File: config.mk
export PLATFORM = sky130hd
export DESIGN_NAME = vbsp_dot
export DESIGN_NICKNAME = d
export VERILOG_FILES = /design/src/rtl/core/vbsp_pkg.sv /design/src/rtl/core/vbsp_dot.sv
export SDC_FILE = /design/constraint.sdc
export NUM_CORES = 2
export LEC_CHECK = 0
export BUFFER_PORTS_ARGS = -buffer_cell sky130_fd_sc_hd__buf_2
export CAP_MARGIN = 15
export CORE_MARGIN = 2
export CORE_UTILIZATION = 35
export DETAILED_ROUTE_END_ITERATION = 10
export PLACE_DENSITY = 0.57
export SYNTH_ARGS = -nofsm -noshare
export SYNTH_HDL_FRONTEND = slang
export SYNTH_SLANG_ARGS = --single-unit
File: constraint.sdc
create_clock -name clk -period 6.81 [get_ports clk]
set_clock_uncertainty 0.2 [all_clocks]
set_input_delay 1.362 -clock clk [delete_from_list [all_inputs] [get_ports clk]]
set_output_delay 1.362 -clock clk [all_outputs]
set_load 0.02 [all_outputs]
File: src/rtl/core/vbsp_pkg.sv
// vbsp_pkg: shared widths, register codes and word types for the vertex box select
// projection block; used by every module under rtl/core
package vbsp_pkg;

  // field widths
  localparam int IDX_W      = 16;
  localparam int COEF_W     = 16;
  localparam int POS_W      = 32;
  localparam int BOX_W      = 16;
  localparam int NORM_W     = 32;

  // dot product widths
  localparam int PROD_W     = COEF_W + POS_W;
  localparam int PAIR_W     = PROD_W + 1;
  localparam int CLIP_W     = PROD_W + 2;
  localparam int ONE_SHIFT  = 16;

  // divider widths
  localparam int MAG_W      = CLIP_W - 1;
  localparam int REM_W      = MAG_W + 1;
  localparam int INT_SHIFT  = 15;
  localparam int FRAC_W     = 16;
  localparam int QUO_W      = INT_SHIFT + FRAC_W;
  localparam int DIV_STEPS  = QUO_W;

  // configuration port
  localparam int CFG_IDX_W  = 3;
  localparam int CFG_DATA_W = 4 * COEF_W;

  localparam logic signed [BOX_W-1:0]  BOX_LO_RST = 16'shC000;
  localparam logic signed [BOX_W-1:0]  BOX_HI_RST = 16'sh4000;
  localparam logic signed [NORM_W-1:0] NORM_MAX   = 32'sh7FFF_FFFF;
  localparam logic signed [NORM_W-1:0] NORM_MIN   = 32'sh8000_0000;

  typedef enum logic [CFG_IDX_W-1:0] {
    REG_ROW_X     = 3'd0,
    REG_ROW_Y     = 3'd1,
    REG_ROW_W     = 3'd2,
    REG_BOX_X_MIN = 3'd3,
    REG_BOX_X_MAX = 3'd4,
    REG_BOX_Y_MIN = 3'd5,
    REG_BOX_Y_MAX = 3'd6
  } cfg_reg_t;

  typedef struct packed {
    logic signed [POS_W-1:0] pos_x;
    logic signed [POS_W-1:0] pos_y;
    logic signed [POS_W-1:0] pos_z;
    logic [IDX_W-1:0]        vert_id;
    logic                    on_surface;
  } in_word_t;

  typedef struct packed {
    logic [IDX_W-1:0] picked_id;
    logic             inside_box;
    logic             surface_pick;
  } out_word_t;

  // side band that travels with the divider stages
  typedef struct packed {
    logic [IDX_W-1:0] id;
    logic             surf;
    logic             w_zero;
    logic             neg_x;
    logic             neg_y;
    logic             ovf_x;
    logic             ovf_y;
  } side_t;

endpackage

File: src/rtl/core/vbsp_dot.sv
// vbsp_dot: three stage multiply and add of one matrix row with the vertex
// depends on vbsp_pkg
module vbsp_dot
  import vbsp_pkg::*;
(
  input  logic                     clk,
  input  logic                     en,
  input  logic [CFG_DATA_W-1:0]    coefs,
  input  logic signed [POS_W-1:0]  pos_x,
  input  logic signed [POS_W-1:0]  pos_y,
  input  logic signed [POS_W-1:0]  pos_z,
  output logic signed [CLIP_W-1:0] clip
);

  logic signed [COEF_W-1:0] cx, cy, cz, cw;
  logic signed [PROD_W-1:0] px_r, py_r, pz_r, pw_r;
  logic signed [PROD_W-1:0] px_nxt, py_nxt, pz_nxt, pw_nxt;
  logic signed [PAIR_W-1:0] s01_r, s23_r;
  logic signed [CLIP_W-1:0] clip_r;

  // unpack the four coefficients
  assign cx = coefs[COEF_W-1:0];
  assign cy = coefs[2*COEF_W-1:COEF_W];
  assign cz = coefs[3*COEF_W-1:2*COEF_W];
  assign cw = coefs[4*COEF_W-1:3*COEF_W];

  // products at 28 fraction bits, w term is the coefficient times one
  always_comb begin
    px_nxt = PROD_W'(cx) * PROD_W'(pos_x);
    py_nxt = PROD_W'(cy) * PROD_W'(pos_y);
    pz_nxt = PROD_W'(cz) * PROD_W'(pos_z);
    pw_nxt = {{(PROD_W-COEF_W-ONE_SHIFT){cw[COEF_W-1]}}, cw, {ONE_SHIFT{1'b0}}};
  end

  // product, pair sum and final sum stages
  always_ff @(posedge clk) begin
    if (en) begin
      px_r   <= px_nxt;
      py_r   <= py_nxt;
      pz_r   <= pz_nxt;
      pw_r   <= pw_nxt;
      s01_r  <= PAIR_W'(px_r) + PAIR_W'(py_r);
      s23_r  <= PAIR_W'(pz_r) + PAIR_W'(pw_r);
      clip_r <= CLIP_W'(s01_r) + CLIP_W'(s23_r);
    end
  end

  assign clip = clip_r;

endmodule

=== Word level (Yosys, flattened, before mapping) ===
Cells that the tools add are included.

* Register bits: 308
* Bits of input ports: 162
* Output and inout port bits: 50
* Word-level logic and storage cells: 13

* Add/subtract/negate cells: 3
* Multipliers: 3

{| class="wikitable"
|+ Operators with widths
! cell !! number
|-
| $mul A16 B32 Y48 || 3
|-
| $add A49 B49 Y50 || 1
|-
| $add A48 B32 Y49 || 1
|-
| $add A48 B48 Y49 || 1
|}

=== Longest topological paths before layout ===
* Depth after elaboration: 1
* Mapped depth: 26
* Mapped depth without buffers: 25

=== Worst setup path after synthesis ===
Ideal clock, no wire load.

* Path type: input to register
* Start: in coefs[17]
* End: reg py_r[46] (data pin)
* Library setup time: 258 ps
* Arrival time: 6969 ps
* Required time: 6352 ps
* Slack: -616 ps
* Stages: 25
* Buffers on the path: 2
* Cell sequence: clkbuf_1 -> nand2_1 -> fa_1 -> inv_1 -> fa_1 -> inv_1 -> fa_1 -> inv_1 -> fa_1 -> fa_1 -> inv_1 -> fa_1 -> inv_1 -> ha_1 -> buf_2 -> nand2_1 -> and3_1 -> a21oi_1 -> nand3_1 -> a211oi_1 -> nor3_1 -> or3_1 -> o21ai_0 -> a21oi_1 -> xnor2_1

* Word-level cells in the longest chain between the ends: 1

{| class="wikitable"
|+ RTL lines
! item !! RTL line !! source
|-
| start, declared || vbsp_dot.sv:8 || <nowiki>input logic [CFG_DATA_W-1:0] coefs,</nowiki>
|-
| $mul A16 B32 Y48 || vbsp_dot.sv:30 || <nowiki>py_nxt = PROD_W'(cy) * PROD_W'(pos_y);</nowiki>
|-
| net py_nxt[46] || vbsp_dot.sv:17 || <nowiki>logic signed [PROD_W-1:0] px_nxt, py_nxt, pz_nxt, pw_nxt;</nowiki>
|-
| end signal, assigned || vbsp_dot.sv:39 || <nowiki>py_r <= py_nxt;</nowiki>
|-
| end, declared || vbsp_dot.sv:16 || <nowiki>logic signed [PROD_W-1:0] px_r, py_r, pz_r, pw_r;</nowiki>
|}

The timed path passes the listed nets, and every way through them passes these cells.
A chain may end at the register's enable or synchronous reset.

=== Worst setup path in the final report ===
* Start: in coefs[8]
* End: reg px_r[46] (data pin)

* Word-level cells in the longest chain between the ends: 1

{| class="wikitable"
|+ RTL lines
! item !! RTL line !! source
|-
| $mul A16 B32 Y48 || vbsp_dot.sv:29 || <nowiki>px_nxt = PROD_W'(cx) * PROD_W'(pos_x);</nowiki>
|-
| net px_nxt[46] || vbsp_dot.sv:17 ||
|-
| end signal, assigned || vbsp_dot.sv:38 || <nowiki>px_r <= px_nxt;</nowiki>
|-
| end, declared || vbsp_dot.sv:16 ||
|}

The timed path passes the listed nets, and every way through them passes these cells.

==> out/qor.yml <==
relSlewSlack_pct: 35.2
syn_area_per_cell_um2: 9.46
cts.htree.levels: 2
cts_tree: "built"
fillers: 19100
yosysTopAreaCellShare_pct: 42.4
gp_congestion: 0.892
worstSetupStartpoint: "coefs[8]"
path_class: "in -> reg"
grt_pass1_wl_mm: 298
ys_async_sr_fraction_pct: 0
antenna_found_initial: 4
drv_slew: 0
synth-edff-count: 308
grt_pass1_vias: 55300
wl_mm: 188
synth_flop_cell: "edfxtp_1"
synth-seq-cells: 308
hold_viol: 0
fin_ws_ns: -0.112
yosys_warnings: 0
r2r_end: "clip[46]"
worstMarginPinSlew_ns: 0.972
cts_sinks: 308
die-area_mm2: 0.201
syn_nets: 9391
worstPathCellList: "buf_6 > bufbuf_16 > nand2_1 > fa_1 > inv_1 > fa_1 > fa_2 > fa_1 > fa_1 > inv_1 > fa_1 > inv_1 > ha_4 > a21oi_1 > a21boi_1 > a311oi_2 > nand3_2 > o211ai_4 > o21ai_4 > a41o_1 > a221o_1 > a211oi_2 > xnor2_1"
yosys.area.top_type: "fa_1"
worstHoldPathCells: 0
final_nets: 10300
dpl_cell_area_mm2: 0.0799
synthCells: 7297
dpl.hpwl_mm: 159
grt_use_total_pct: 18.8
grt-ovfl-total: 0
yosys-top-cells-area: "fa_1 (42%), edfxtp_1 (13%), inv_1 (9.3%)"
syn2layout_area_growth_pct: 21.9
fmax_mhz: 144
viasPerCell: 4.75
r2r-start: "s01_r[0]"
drive_above_1_share_pct: 19.6
worst_path_max_delay_cell: "fa_1"
core_area_mm2: 0.197
start_kind: "input pin"
initial_utilization_pct: 35.1
maxCapViolCount: 0
fin_crit_ns: 6.92
drc: 0
grt_max_degree: 106
finalInstanceArea_mm2: 0.0842
cts-root-buf: "clkbuf_16"
die-width_um: 448
synthTopCellsByCount: "inv_1 (1705), fa_1 (1461), nand2_1 (952), and2_1 (620), ha_1 (471)"
violations: "negative setup slack"
drt-pass1-iter-count: 5
crit_path_max_incr_delay_ns: 0.52
multiInputGateArea_mm2: 0.0544
endpoint_kind: "flop"
setup-tns-final_ns: -0.599
ant_nets: 0
regArea_mm2: 0.00925
cpMostUsedCell: "fa_1"
path_max_fanout: 5
hold_class: "reg -> reg"
drt_iter0_drc: 2455
yosysMostFrequentCell: "inv_1"
cts_max_path_buffers: 3
wl_per_cell_um: 17.3
status: "complete, but fails checks"
die_h_um: 448
path_clk_slew_ns: 0.06
vias: 51500
finalCritPeriodShare_pct: 102
r2r_slack_ns: 2.87
worst_r2r_path_depth: 13
endpoint: "px_r[46]"
synth_area_mm2: 0.0691
insertion_delay_ns: 0.55
ios: 212
arrival_ns: 7.03
setup_viol: 12
synth.distinct_cells: 81
ys_seq_area_share_pct: 13.4
cp.required_ns: 6.92
numCtsBuffers: 37
rsz0062_at_grt: "true"
numPortBuffers: 211
num_rows: 163
-- critical path, delay by kind of cell --
| family | cells | cell delay, ns |
|---|---|---|
| adder cells (fa/ha/maj) | 7 | 3.20 |
| XOR/XNOR | 1 | 0.08 |
| AO/OA/AOI/OAI | 8 | 1.60 |
| AND/OR/NAND/NOR | 2 | 0.24 |
| buffers and inverters | 5 | 0.53 |
-- cell usage in the layout, fill, tap and decap left out, types with 50 or more instances in the layout --
cell	n
xor2_1	72
a21o_1	145
nand2_1	921
and2_1	571
fa_2	70
ha_4	50
buf_2	110
a21oi_1	199
edfxtp_1	308
fa_1	1391
buf_4	811
o21ai_0	88
buf_12	63
nor2_1	189
xnor2_1	189
inv_1	1657
ha_1	416
buf_6	92
-- logic make-up after synthesis --
logic type	count (synthesis)	synth area share [%]
and+or+nand+nor	2020	14.1
buffers and inverters	1983	10.8
adders and majority gates	1932	50.9
AOI/OAI and AO/OA	785	7.43
DFF	308	13.4
xor gates and xnor gates	268	3.40
muxes	1	0.0145
-- sequential cells by signal (all words and copies together) (netlist names) --
signal / cells
pz_r: 48
clip: 50
s23_r: 49
px_r: 48
py_r: 48
pw_r: 16
s01_r: 49
-- how the worst min path moves through the flow --
stage | start | endpoint
2_1_floorplan | pz_r[0] | s23_r[0]
3_3_place_gp | pz_r[7] | s23_r[7]
3_5_place_dp | pz_r[13] | s23_r[13]
4_1_cts | pz_r[15] | s23_r[15]
5_1_grt | pz_r[15] | s23_r[15]
6_report | pz_r[15] | s23_r[15]
-- routing by layer --
layer,up-vias,track usage [%],part of all wire [%]
li1,23800,-,-
met1,26400,24.0,41
met2,1035,33.3,50
met3,259,1.42,4.1
met4,6,6.52,4.1
met5,-,0,0.019
-- cell type report --
class / instances / share of cell area [%]
diodes: 1 / 0.00297
clock buffers: 41 / 1.12
clock inverters: 22 / 0.281
inverters: 1708 / 7.63
multi-input cells: 5006 / 64.6
flip-flops and latches: 308 / 11.0
well taps: 2640 / 3.92
repair buffers: 1114 / 11.5
-- what timing repair did --
| item | 4_1_cts | 5_1_grt |
|---|---|---|
| pin swaps | 135 | 196 |
| endpoints found under the setup margin | 54 | 57 |
| gates resized for setup | 306 | 308 |
| buffers inserted | 25 | 39 |
| cloned | 4 | 10 |
| hold buffers | 0 | 0 |
-- metrics by stage --
stage,hold slack (ns),util [%],cells,setup WS [ns]
2_1_floorplan,0.200,-,7297,-0.312
3_3_place_gp,0.203,40.6,10700,-0.909
3_5_place_dp,0.205,40.6,10700,-1.06
4_1_cts,0.215,41.9,10800,-0.0704
5_1_grt,0.232,42.8,10800,-0.281
6_report,0.211,42.8,10800,-0.112
Power is not shown: default switching activity piles up to over one toggle a cycle in this logic, so the estimate is an artifact.
