**config.mk**
```make
export PLATFORM = sky130hd
export DESIGN_NAME = vbsp_box
export DESIGN_NICKNAME = d
export VERILOG_FILES = /design/src/rtl/core/vbsp_pkg.sv /design/src/rtl/core/vbsp_box.sv
export SDC_FILE = /design/constraint.sdc
export NUM_CORES = 1
export LEC_CHECK = 0
export ABC_AREA = 0
export ABC_CLOCK_PERIOD_IN_PS = 4200
export BUFFER_PORTS_ARGS = -buffer_cell sky130_fd_sc_hd__buf_2
export CELL_PAD_IN_SITES_DETAIL_PLACEMENT = 1
export CELL_PAD_IN_SITES_GLOBAL_PLACEMENT = 2
export CORE_MARGIN = 1
export CORE_UTILIZATION = 26
export DETAILED_ROUTE_END_ITERATION = 12
export GPL_TIMING_DRIVEN = 1
export PLACE_DENSITY = 0.82
export SYNTH_ARGS = -nofsm -noshare
export SYNTH_HDL_FRONTEND = slang
export SYNTH_SLANG_ARGS = --single-unit
```
**constraint.sdc**
```tcl
create_clock -name clk -period 4.2 [get_ports clk]
set_clock_uncertainty 0.15 [all_clocks]
set_input_delay 0 -clock clk [delete_from_list [all_inputs] [get_ports clk]]
set_output_delay 0 -clock clk [all_outputs]
set_load 0.03 [all_outputs]
```
**src/rtl/core/vbsp_pkg.sv**
```systemverilog
// vbsp_pkg: shared widths, register codes and word types for the vertex box select
// projection block; used by every module under rtl/core
package vbsp_pkg;

  // field widths
  localparam int IDX_W      = 16;
  localparam int COEF_W     = 16;
  localparam int POS_W      = 32;
  localparam int BOX_W      = 16;
  localparam int NORM_W     = 32;

  // dot product widths
  localparam int PROD_W     = COEF_W + POS_W;
  localparam int PAIR_W     = PROD_W + 1;
  localparam int CLIP_W     = PROD_W + 2;
  localparam int ONE_SHIFT  = 16;

  // divider widths
  localparam int MAG_W      = CLIP_W - 1;
  localparam int REM_W      = MAG_W + 1;
  localparam int INT_SHIFT  = 15;
  localparam int FRAC_W     = 16;
  localparam int QUO_W      = INT_SHIFT + FRAC_W;
  localparam int DIV_STEPS  = QUO_W;

  // configuration port
  localparam int CFG_IDX_W  = 3;
  localparam int CFG_DATA_W = 4 * COEF_W;

  localparam logic signed [BOX_W-1:0]  BOX_LO_RST = 16'shC000;
  localparam logic signed [BOX_W-1:0]  BOX_HI_RST = 16'sh4000;
  localparam logic signed [NORM_W-1:0] NORM_MAX   = 32'sh7FFF_FFFF;
  localparam logic signed [NORM_W-1:0] NORM_MIN   = 32'sh8000_0000;

  typedef enum logic [CFG_IDX_W-1:0] {
    REG_ROW_X     = 3'd0,
    REG_ROW_Y     = 3'd1,
    REG_ROW_W     = 3'd2,
    REG_BOX_X_MIN = 3'd3,
    REG_BOX_X_MAX = 3'd4,
    REG_BOX_Y_MIN = 3'd5,
    REG_BOX_Y_MAX = 3'd6
  } cfg_reg_t;

  typedef struct packed {
    logic signed [POS_W-1:0] pos_x;
    logic signed [POS_W-1:0] pos_y;
    logic signed [POS_W-1:0] pos_z;
    logic [IDX_W-1:0]        vert_id;
    logic                    on_surface;
  } in_word_t;

  typedef struct packed {
    logic [IDX_W-1:0] picked_id;
    logic             inside_box;
    logic             surface_pick;
  } out_word_t;

  // side band that travels with the divider stages
  typedef struct packed {
    logic [IDX_W-1:0] id;
    logic             surf;
    logic             w_zero;
    logic             neg_x;
    logic             neg_y;
    logic             ovf_x;
    logic             ovf_y;
  } side_t;

endpackage

```
**src/rtl/core/vbsp_box.sv**
```systemverilog
// vbsp_box: applies sign and saturation to the quotients, tests them against the
// rectangle and holds the output word register; depends on vbsp_pkg
module vbsp_box
  import vbsp_pkg::*;
(
  input  logic                    clk,
  input  logic                    rst_n,
  input  logic                    en,
  input  logic                    in_valid,
  input  side_t                   side,
  input  logic [QUO_W-1:0]        q_x,
  input  logic [QUO_W-1:0]        q_y,
  input  logic signed [BOX_W-1:0] x_min,
  input  logic signed [BOX_W-1:0] x_max,
  input  logic signed [BOX_W-1:0] y_min,
  input  logic signed [BOX_W-1:0] y_max,
  output logic                    out_valid,
  output out_word_t               out_word
);

  logic signed [NORM_W-1:0] nx, ny, qxe, qye;
  logic signed [NORM_W-1:0] xlo, xhi, ylo, yhi;
  logic                     hit;
  logic                     valid_r;
  out_word_t                word_r, word_nxt;

  // signed and saturated Q16.16 results
  always_comb begin
    qxe = {1'b0, q_x};
    qye = {1'b0, q_y};
    if (side.ovf_x) begin
      nx = side.neg_x ? NORM_MIN : NORM_MAX;
    end else begin
      nx = side.neg_x ? -qxe : qxe;
    end
    if (side.ovf_y) begin
      ny = side.neg_y ? NORM_MIN : NORM_MAX;
    end else begin
      ny = side.neg_y ? -qye : qye;
    end
  end

  // bounds widened from Q2.14 to 16 fraction bits
  assign xlo = {{(NORM_W-BOX_W-2){x_min[BOX_W-1]}}, x_min, 2'b00};
  assign xhi = {{(NORM_W-BOX_W-2){x_max[BOX_W-1]}}, x_max, 2'b00};
  assign ylo = {{(NORM_W-BOX_W-2){y_min[BOX_W-1]}}, y_min, 2'b00};
  assign yhi = {{(NORM_W-BOX_W-2){y_max[BOX_W-1]}}, y_max, 2'b00};

  // strict rectangle test, zero w never passes
  always_comb begin
    hit = !side.w_zero && (nx > xlo) && (nx < xhi) && (ny > ylo) && (ny < yhi);
    word_nxt.picked_id    = side.id;
    word_nxt.inside_box   = hit;
    word_nxt.surface_pick = hit & side.surf;
  end

  // output word register
  always_ff @(posedge clk) begin
    if (!rst_n) begin
      valid_r <= 1'b0;
    end else if (en) begin
      valid_r <= in_valid;
    end
  end

  always_ff @(posedge clk) begin
    if (en) begin
      word_r <= word_nxt;
    end
  end

  assign out_valid = valid_r;
  assign out_word  = word_r;

endmodule

```
[Yosys cells after proc, flatten, opt, wreduce, memory -nomap -nowiden]
Index checks and enable logic that the tools add are counted.
Cells by class
  $lt $le $gt $ge: 4
  add/subtract/negate cells: 2
  bitwise logic cells: 1
  multiplexer cells: 6
  reductions and logical operators: 5
Operator list (number)
  $mux 32: 6
  $gt 32x18->1: 2
  $lt 32x18->1: 2
  $neg 31->32: 2
  $logic_and 1x1->1: 4
  $and 1x1->1: 1
  $logic_not 1->1: 1
Word-level totals
  input bits: 152
  bits in registers: 19

[Longest topological paths before layout]
Gate-level depths: netlist of run 1.
  depth in word-level cells: 9
  mapped depth: 19

[Least setup slack after synthesis of run 1]
OpenSTA, ideal clock, no wires.
  path kind: input to register
  start: input q_y[1]
  end: register word_r, in the netlist out_word[0] (data pin)
  arrival: 3.649 ns
  buffers on the path: 0
  stages: 14
  data required time: 3.890 ns
  setup time: 0.160 ns
  path slack: 0.241 ns
  path through: nor4_2 nand3_2 or3_4 or4_4 or4_4 o41ai_2 xor2_1 ha_1 nand4_1 nor4_1 a221oi_1 mux2i_1 or3_1 nor3b_1
RTL lines
  start: declaration: RTL line vbsp_box.sv:12  | input logic [QUO_W-1:0] q_y,
  end signal: assignment: RTL line vbsp_box.sv:68  | word_r <= word_nxt;
  end: declaration: RTL line vbsp_box.sv:25  | out_word_t word_r, word_nxt;

==> results of run 1 <==
## area by class of cell
type / instances / area (um^2)
antenna: 1 / 2.502
clock buffer: 3 / 75.07
clock inverter: 1 / 7.507
fill: 2518 / 12290
inverter: 74 / 277.8
multi-input combinational: 586 / 4442
sequential: 19 / 560.5
tap: 265 / 331.6
timing repair buffer: 254 / 1535
## state kept, by name, indices dropped and copies added, names as in the netlist
name	count
out_word	18
out_valid	1
## worst register-to-register path: cells and delay by family, from the launching register on
kind | cells | cell delay (ns)
buffers and inverters | 1 | 0.56
flip-flops | 1 | 0.32
multiplexers | 1 | 0.12
AND/OR/NAND/NOR | 1 | 0.06
## cells in the final DEF, fill, tap and decap left out, drive strengths merged, types with 3 or more instances in the layout
master	Yosys	routed
clkbuf	14	3
xor2	30	30
nor2	76	76
a211oi	8	8
nand3	16	16
nand4	21	21
a221oi	5	5
buf	5	235
nor2b	7	7
edfxtp	18	18
a31oi	11	11
o22ai	13	13
nand2	37	37
dlygate4sd3	0	19
nor3b	3	3
nor3	22	22
or4	8	8
or2	3	3
a21o	20	20
ha	120	120
inv	74	74
nor4	9	9
and4	4	4
nand2b	12	12
o22a	3	3
o21a	7	7
o21ai	30	30
o31ai	12	12
a21boi	3	3
or3	10	10
a21oi	69	69
mux2i	9	9
## per-layer routing
metal	share of wire, %	GRT usage, %	up-vias
met1	47	21.86	2802
met2	51	30.96	64
met5	0	0	-
met4	0.45	1.176	0
li1	-	-	3061
met3	1.7	0.6331	4
## repair_timing
item | in CTS | in global routing
hold buffers | 19 | 0
setup endpoints to repair | 1 | 2
setup buffers | 0 | 3
endpoints found under the hold margin | 18 | 0
pin swaps | 0 | 11
resized for setup | 1 | 25
gates cloned | 0 | 0
## final timing paths
kind,cells after the start,slack [ns],to,startpoint
hold / removal,1,0.07,out_word[4],en
hold reg to reg,3,0.96,out_valid,out_valid
setup / recovery,15,0.07,out_word[0],q_y[0]
setup reg to reg,3,2.88,out_valid,out_valid
## logic make-up (layout without fill, tap and decap cells)
family                   count (synthesis)  after routing  share of synthesized area (%)
buffers and inverters                   93            332                          6.720
multiplexers                             9              9                          1.734
other                                    0              1                              0
XOR/XNOR                                31             31                          5.226
AO/OA/AOI/OAI                          196            196                          23.87
adder cells (fa/ha/maj)                120            120                          28.90
flip-flops                              19             19                          10.79
AND/OR/NAND/NOR                        230            230                          22.76
## where the power goes
group | internal, mW | switching, mW
clock | 0.129 | 0.0699
combinational | 0.322 | 0.402
sequential | 0.224 | 0.00344
total | 0.674 | 0.476
## per-stage QoR
stage | setup TNS, ns | utilization (%) | hold slack (ns)
floorplan | 0 | - | -0.05113
global placement | -0.2812 | 34.68 | 0.02679
detailed placement | -0.5159 | 34.68 | 0.02920
CTS | 0 | 36.11 | 0.08641
global route | -0.2032 | 37.04 | 0.08652
finish | 0 | 37.04 | 0.07010
==> impl_metrics.py, run 1 <==
metrics = {
    "run_status": {
        "status": "complete, no violations",
    },
    "power_and_ir_drop": {
        "ir_drop_mv": 0.1660,
        "p_total_mw": 1.150,
        "power.density_mw_per_mm2": 159.0,
        "power.static_leakage_nw": 3.612,
    },
    "worst_setup_path": {
        "worstPathMaxFanout": 4,
        "path_class": "in2reg",
        "crit_arrival_ns": 4.08,
        "cp_slowest_cell": "or4_4",
        "required_ns": 4.14,
        "worst_setup_path_start_kind": "input port",
        "path_cells": "buf_2 -> nor4_4 -> nand3_2 -> or3_4 -> or4_4 -> or4_4 -> o41ai_4 -> xor2_1 -> ha_1 -> nand4_1 -> nor4_4 -> a221oi_1 -> mux2i_1 -> or3_1 -> nor3b_1",
        "critPathBufInv": 1,
        "crit_path_max_incr_delay_ns": 0.50,
        "end_kind": "register",
        "cp_top_family": "simple AND/OR/NAND/NOR gates",
    },
    "place": {
        "place_hpwl_um": 14990,
        "gp_congestion": 0.8306,
        "port_buffers": 170,
        "placed_cell_area_mm2": 0.006771,
        "dp.cells": 1176,
        "place_ws_ns": -0.3127,
    },
    "timing": {
        "min_period_ns": 4.133,
        "max_slew.worst_pin.slew_ns": 0.6506,
        "rsz0062_at_grt": "yes",
        "drv_slew": 0,
        "period_share_pct": 98.41,
        "timing.final.ws_setup_ns": 0.06665,
        "setup_viol": 0,
        "fmaxAchievable_mhz": 241.9,
        "finalHoldViolCount": 0,
        "slew_headroom_pct": 56.58,
    },
    "synth": {
        "yosysMostFrequentCell": "ha_1",
        "syn-instance-count": 698,
        "syn-cell-area_mm2": 0.005195,
        "yosysSeqAreaShare_pct": 10.79,
        "yosysTopAreaCellShare_pct": 28.90,
        "yosys-top-cells-count": "120 x ha_1, 76 x nor2_1, 74 x inv_1",
        "syn_nets": 970,
        "ys_ff_latch": 19,
        "synth_area_leaders": "ha_1 29%, edfxtp_1 10%, a21oi_1 6.6%, nor2_1 5.5%, inv_1 5.3%",
        "synth_warnings": 0,
        "syn_area_per_cell_um2": 7.443,
        "async_flop_share_pct": 0,
        "ys.flop_type": "edfxtp_1",
        "synth_cell_types": 54,
        "yosys.area.top_type": "ha_1",
        "synth_edf_count": 18,
    },
    "finish": {
        "final_cell_area_mm2": 0.007232,
        "syn2layout_area_growth_pct": 39.21,
        "nets": 1210,
        "drive_above_1_share_pct": 28.60,
        "instances_no_fill": 1203,
    },
    "cts": {
        "root_buffer": "clkbuf_16",
        "clk_pin_slew_ns": 0.06,
        "cts_buffers": 3,
        "cts.sinks": 19,
        "clk_latency_ns": 0.25,
        "htree_levels": 1,
        "cts_tree": "done",
        "clockBufferDepth": 2,
    },
    "route": {
        "via_per_inst": 4.930,
        "drt_wl_total_um": 17490,
        "final_antenna_net_count": 0,
        "drc": 0,
        "wl_per_cell_um": 14.54,
        "num_vias": 5931,
        "dr.first_iter.drc_count": 227,
        "detail_route.first_pass.iterations": 4,
    },
    "global_route": {
        "grt_pass1_wl_um": 27670,
        "grt_pass1_vias": 5823,
        "grt_max_degree": 37,
        "antenna_found_initial": 1,
        "grt_usage_pct": 16.59,
        "grt_overflow": 0,
    },
    "floorplan": {
        "dieArea_mm2": 0.02055,
        "rows": 51,
        "start_util_pct": 26.61,
        "die-width_um": 143.4,
        "die_h_um": 143.4,
        "core_area_mm2": 0.01953,
        "ios": 171,
    },
    "run": {
        "maxCapViolCount": 0,
    },
    "hold_path": {
        "hold_path.class": "in2reg",
    },
}
No activity file was read; power rests on OpenSTA's default activity.
==> run 2: changes to the inputs <==
Settings changed: ABC_AREA 0 to 1, CORE_UTILIZATION 26 to 25.
==> impl_metrics.py, run 2 <==
metrics = {
    "cts": {
        "cts.sinks": 19,
        "cts_tree": "done",
        "ctsResizeCount": 0,
        "htree_levels": 1,
        "root_buffer": "clkbuf_16",
        "clk_latency_ns": 0.24,
        "cts_buffers": 3,
        "clockBufferDepth": 2,
        "clk_pin_slew_ns": 0.05,
        "cts_setup_buffers": 0,
    },
    "finish": {
        "drive_above_1_share_pct": 20.35,
        "num-fill-cells": 2853,
        "syn2layout_area_growth_pct": 25.25,
        "largest_reg_flops": 18,
        "nets": 1310,
        "layout_common_cells": "170 x inv_1, 170 x buf_2, 160 x nand2_1",
        "post-route-util_pct": 31.93,
    },
    "worst_setup_path": {
        "required_ns": 4.05,
        "end_kind": "register",
        "worstPathMaxFanout": 3,
        "path_cells": "buf_2 -> inv_2 -> ha_1 -> nand3_1 -> nor3_2 -> nand2_1 -> nor2_4 -> nand3_2 -> o31ai_1 -> xnor2_1 -> inv_1 -> ha_1 -> nand2_1 -> nor2_1 -> nand2_1 -> nor3_1 -> nand2_1 -> nand2_1 -> nor2_1 -> nand3_1 -> nor2_1 -> nand3_1 -> nor2_1",
        "path_class": "in2reg",
        "worst_setup_path_start_kind": "input port",
        "cp_top_family": "simple AND/OR/NAND/NOR gates",
        "crit_arrival_ns": 2.91,
        "cpMostUsedCell": "nand2_1",
        "cp_slowest_cell": "o31ai_1",
        "crit_path_max_incr_delay_ns": 0.28,
        "critPathBufInv": 3,
    },
    "timing": {
        "whs_ns": 0.08213,
        "fmaxAchievable_mhz": 326.9,
        "finalHoldViolCount": 0,
        "setup_tns_ns": 0,
        "setup_viol": 0,
        "min_period_ns": 3.059,
        "max_slew.worst_pin.slew_ns": 0.5595,
        "drv_slew": 0,
        "rsz0062_at_grt": "no",
        "period_share_pct": 72.84,
        "slew_headroom_pct": 62.66,
    },
    "floorplan": {
        "dieArea_mm2": 0.02286,
        "start_util_pct": 25.50,
        "die_h_um": 151.2,
        "die-width_um": 151.2,
        "core_area_mm2": 0.02182,
        "rows": 54,
        "ios": 171,
    },
    "power_and_ir_drop": {
        "power.static_leakage_nw": 3.866,
        "power.density_mw_per_mm2": 163.2,
        "ir_drop_mv": 0.1265,
    },
    "synth": {
        "syn_nets": 1130,
        "yosysSeqAreaShare_pct": 10.07,
        "synth_warnings": 0,
        "yosysTopAreaCellShare_pct": 26.98,
        "yosys-top-cells-count": "170 x inv_1, 160 x nand2_1, 120 x ha_1",
        "ys_ff_latch": 19,
        "yosys.area.top_type": "ha_1",
        "syn_area_per_cell_um2": 6.485,
        "yosysMostFrequentCell": "inv_1",
        "async_flop_share_pct": 0,
        "syn-cell-area_mm2": 0.005564,
        "synth_area_leaders": "ha_1 27%, inv_1 11%, nand2_1 11%, edfxtp_1 9.7%, xor2_1 6.6%",
        "ys.flop_type": "edfxtp_1",
        "syn-instance-count": 858,
        "synth_edf_count": 18,
        "synth_cell_types": 41,
    },
    "place": {
        "place_hpwl_um": 15020,
        "gp_congestion": 0.8280,
        "port_buffers": 170,
    },
    "route": {
        "detail_route.first_pass.iterations": 4,
        "dr.first_iter.drc_count": 138,
        "final_antenna_net_count": 0,
        "num_vias": 5969,
        "drt_wl_total_um": 16820,
        "drc": 0,
        "via_per_inst": 4.529,
        "wl_per_cell_um": 12.76,
    },
    "run_status": {
        "status": "complete, no violations",
    },
    "hold_path": {
        "hold_path.class": "in2reg",
    },
    "global_route": {
        "grt_pass1_vias": 6093,
        "grt_usage_pct": 14.92,
        "grt_max_degree": 28,
        "antenna_found_initial": 1,
        "grt_overflow": 0,
        "grt_pass1_wl_um": 27910,
    },
    "run": {
        "maxCapViolCount": 0,
    },
}
-- run 2: cell types whose count changed in the layout (fill, tap and decap cells not counted), moves of 11 or more --
| cell | change |
|---|---|
| o22ai_1 | -13 |
| nor2_1 | +12 |
| buf_4 | -63 |
| inv_1 | +96 |
| nand2_1 | +123 |
| nand3_1 | +13 |
| nand2b_1 | -12 |
| xor2_1 | +13 |
| nor3_1 | -11 |
| a21o_1 | -19 |
| xnor2_1 | +13 |
-- run 2: kinds of logic after synthesis --
kind of cell               Yosys count  synth area share (%)
AOI/OAI and AO/OA                  140                 14.30
xor gates and xnor gates            56                 8.815
adders and majority gates          120                 26.98
buffers and inverters              191                 13.33
DFF                                 19                 10.07
and+or+nand+nor                    332                 26.49
-- run 2: final cells by class --
class / instances / area (um^2) / area share, %
multi-input cells: 648 / 4262 / 61.15
repair buffers: 191 / 1056 / 15.15
inverters: 175 / 659.4 / 9.461
flip-flops and latches: 19 / 560.5 / 8.043
well taps: 280 / 350.3 / 5.027
clock buffers: 4 / 78.83 / 1.131
diodes: 1 / 2.502 / 0.03591
-- run 2: metal layers --
| metal | global-route usage [%] | routed length (um) | vias to the layer above |
|---|---|---|---|
| li1 | - | - | 3142 |
| met1 | 19.53 | 8149 | 2711 |
| met2 | 27.56 | 8072 | 110 |
| met3 | 0.7831 | 529 | 6 |
| met4 | 1.350 | 66 | 0 |
| met5 | 0 | 0 | - |
-- run 2: timing repair --
action                                  4_1_cts  5_1_grt
endpoints found under the setup margin        0        0
hold endpoints to repair                     18        0
hold buffers                                 19        0
-- run 2: metrics by stage --
stage	area, um^2	instances	setup WS, ns	total power, mW
detailed placement	6698	1294	0.8485	0.9484
finish	6969	1318	1.141	1.138
CTS	6967	1317	1.106	1.162
floorplan	5564	858	1.428	0.7130
global route	6967	1317	0.7604	1.275
global placement	6698	1294	0.9253	0.9306
-- run 2: path summary, 6_finish.rpt --
kind,startpoint,endpoint,slack (ns),cells past startpoint
worst max register to register,out_valid,out_valid,2.84,3
worst max-delay path,q_y[0],out_word[1],1.14,23
worst min register to register,out_valid,out_valid,0.97,3
worst min-delay path,en,out_word[14],0.08,1
-- run 2: power by group --
part           switching [mW]  internal [mW]
Sequential            0.00341          0.224
Combinational           0.429          0.290
Clock                  0.0622          0.129
Total                   0.495          0.643
-- run 2: worst register-to-register path, cell delays in order, from the launching register on --
cell and delay (ns):
dfxtp_1 0.31, o21ai_0 0.16, a21oi_1 0.06, dlygate4sd3_1 0.57
==> run 3: changes to the inputs <==
Settings changed: ABC_CLOCK_PERIOD_IN_PS 4200 to 2700.
Clock period 4.2 ns to 2.7 ns, I/O delays scaled along.
==> impl_metrics.py, run 3 (synthesis results as in run 2) <==
metrics = {
    "timing": {
        "setup_tns_ns": -0.3632,
        "min_period_ns": 2.883,
        "period_share_pct": 106.8,
        "max_slew.worst_pin.slew_ns": 0.5848,
        "whs_ns": 0.08026,
        "setup_viol": 2,
        "drv_slew": 0,
        "timing.final.ws_setup_ns": -0.1829,
        "fmaxAchievable_mhz": 346.9,
        "rsz0062_at_grt": "yes",
        "slew_headroom_pct": 60.97,
        "finalHoldViolCount": 0,
    },
    "cts": {
        "cts_tree": "done",
        "clk_latency_ns": 0.24,
        "cts.sinks": 19,
        "clockBufferDepth": 2,
        "cts_buffers": 3,
        "clk_pin_slew_ns": 0.05,
        "htree_levels": 1,
        "root_buffer": "clkbuf_16",
    },
    "floorplan": {
        "core_area_mm2": 0.02182,
        "dieArea_mm2": 0.02286,
        "rows": 54,
        "die-width_um": 151.2,
        "ios": 171,
        "start_util_pct": 25.50,
        "die_h_um": 151.2,
    },
    "run_status": {
        "status": "finished, violations left",
        "violations": "negative setup slack",
    },
    "finish": {
        "syn2layout_area_growth_pct": 46.23,
        "layout_common_cells": "168 x buf_2, 166 x inv_1, 151 x nand2_1",
        "largest_reg_flops": 18,
        "regArea_um2": 560.5,
        "drive_above_1_share_pct": 32.79,
        "num-fill-cells": 2848,
        "final_common_cell": "buf_2",
        "nets": 1429,
        "multiInputGateArea_mm2": 0.004506,
    },
    "route": {
        "num_vias": 6457,
        "drt_wl_total_um": 18440,
        "wl_per_cell_um": 12.82,
        "wl_met1_um": 8517,
        "detail_route.first_pass.iterations": 6,
        "wl_met3_um": 541,
        "routed.top_layer": "met4",
        "drc": 0,
        "via_per_inst": 4.490,
        "wl_met2_um": 9211,
        "final_antenna_net_count": 0,
        "dr.first_iter.drc_count": 87,
    },
    "worst_setup_path": {
        "worstPathMaxFanout": 3,
        "crit_path_max_incr_delay_ns": 0.25,
        "end_kind": "register",
        "path_cells": "buf_6 -> inv_6 -> ha_4 -> nand3_4 -> nor3_4 -> nand2_2 -> nor2_4 -> nand3_4 -> nor3_4 -> nand3_2 -> o21ai_2 -> xor2_1 -> buf_4 -> buf_4 -> ha_4 -> nand4_1 -> inv_2 -> nand2_2 -> nor4_2 -> nand2_1 -> nand2_1 -> nand2_1 -> nand2_2 -> nor3_2",
        "worst_setup_path_start_kind": "input port",
        "path_class": "in2reg",
        "crit_arrival_ns": 2.74,
        "required_ns": 2.55,
        "cp_slowest_cell": "ha_4",
        "cp_top_family": "simple AND/OR/NAND/NOR gates",
        "critPathBufInv": 5,
    },
    "hold_path": {
        "hold_path.class": "in2reg",
    },
    "global_route": {
        "antenna_found_initial": 2,
        "grt_overflow": 0,
        "grt_max_degree": 22,
        "grt_pass1_wl_um": 29880,
        "grt_usage_pct": 15.99,
        "grt_pass1_vias": 6749,
    },
    "power_and_ir_drop": {
        "pwr-share-clk_pct": 14.9,
        "intPower_mw": 1.145,
        "p_sw_share_pct": 42.35,
        "p_switching_mw": 0.8415,
        "ir_drop_mv": 0.1773,
        "pwr-share-seq_pct": 17.8,
        "power.density_mw_per_mm2": 244.2,
        "power.static_leakage_nw": 4.470,
        "combinationalPowerShare_pct": 67.2,
    },
    "place": {
        "port_buffers": 170,
        "gp_congestion": 0.7745,
        "place_ws_ns": -0.5148,
        "place_hpwl_um": 16150,
    },
    "run": {
        "maxCapViolCount": 0,
    },
}
## run 3: cell count changes in the layout (fill, tap and decap cells not counted), moves of 5 or more
cell	change
buf_4	+118
nand2_1	-9
nand2_2	+9
nand3_1	-6
nor2_1	-10
nor2_2	+7
o21ai_0	-9
o21ai_1	+5
## run 3: timing repair
item / in CTS / in global routing
endpoints found under the hold margin: 18 / 0
cloned: 0 / 0
pin swaps: 5 / 30
setup endpoints to repair: 2 / 2
gates resized for setup: 16 / 55
setup buffers: 4 / 5
hold buffers: 19 / 0
## run 3: final cells by class
cell class / count / share of cell area [%]
multi-input combinational: 648 / 55.37
timing repair buffer: 310 / 24.16
inverter: 175 / 8.227
sequential: 19 / 6.889
tap: 280 / 4.306
clock buffer: 3 / 0.9227
clock inverter: 1 / 0.06151
antenna: 2 / 0.06151
## run 3: power groups by stage
stage / sequential (mW) / clock (mW) / combinational, mW
floorplan: 0.408 / 0 / 0.704
global placement: 0.358 / 0 / 1.23
detailed placement: 0.360 / 0 / 1.27
CTS: 0.354 / 0.309 / 1.31
global route: 0.357 / 0.321 / 1.53
finish: 0.354 / 0.297 / 1.34
## run 3: path summary, 6_finish.rpt
path,from,to,slack [ns],cells past startpoint
max,q_y[0],out_word[0],-0.18,24
min,en,out_word[17],0.08,1
max reg2reg,out_valid,out_valid,1.33,3
min reg2reg,out_valid,out_valid,0.95,3
## run 3: worst reg2reg max path: stages, from the launching register on
cell and delay, ns:
dfxtp_1 0.30, o21ai_0 0.19, a21oi_1 0.06, dlygate4sd3_1 0.56
## run 3: metrics by stage
stage                     std cells  util [%]  power [mW]  instance area [um^2]
after floorplan                 858         -       1.112                  5583
after global placement         1404     34.56       1.591                  7542
after detailed placement       1404     34.56       1.630                  7542
after global routing           1437     37.27       2.213                  8134
final                          1438     37.28       1.987                  8137
after CTS                      1431     36.18       1.977                  7896
## run 3: metal layers
metal | global-route usage [%] | vias up
li1 | - | 3379
met1 | 19.92 | 2962
met2 | 30.55 | 104
met3 | 0.9337 | 12
met4 | 1.850 | 0
met5 | 0 | -
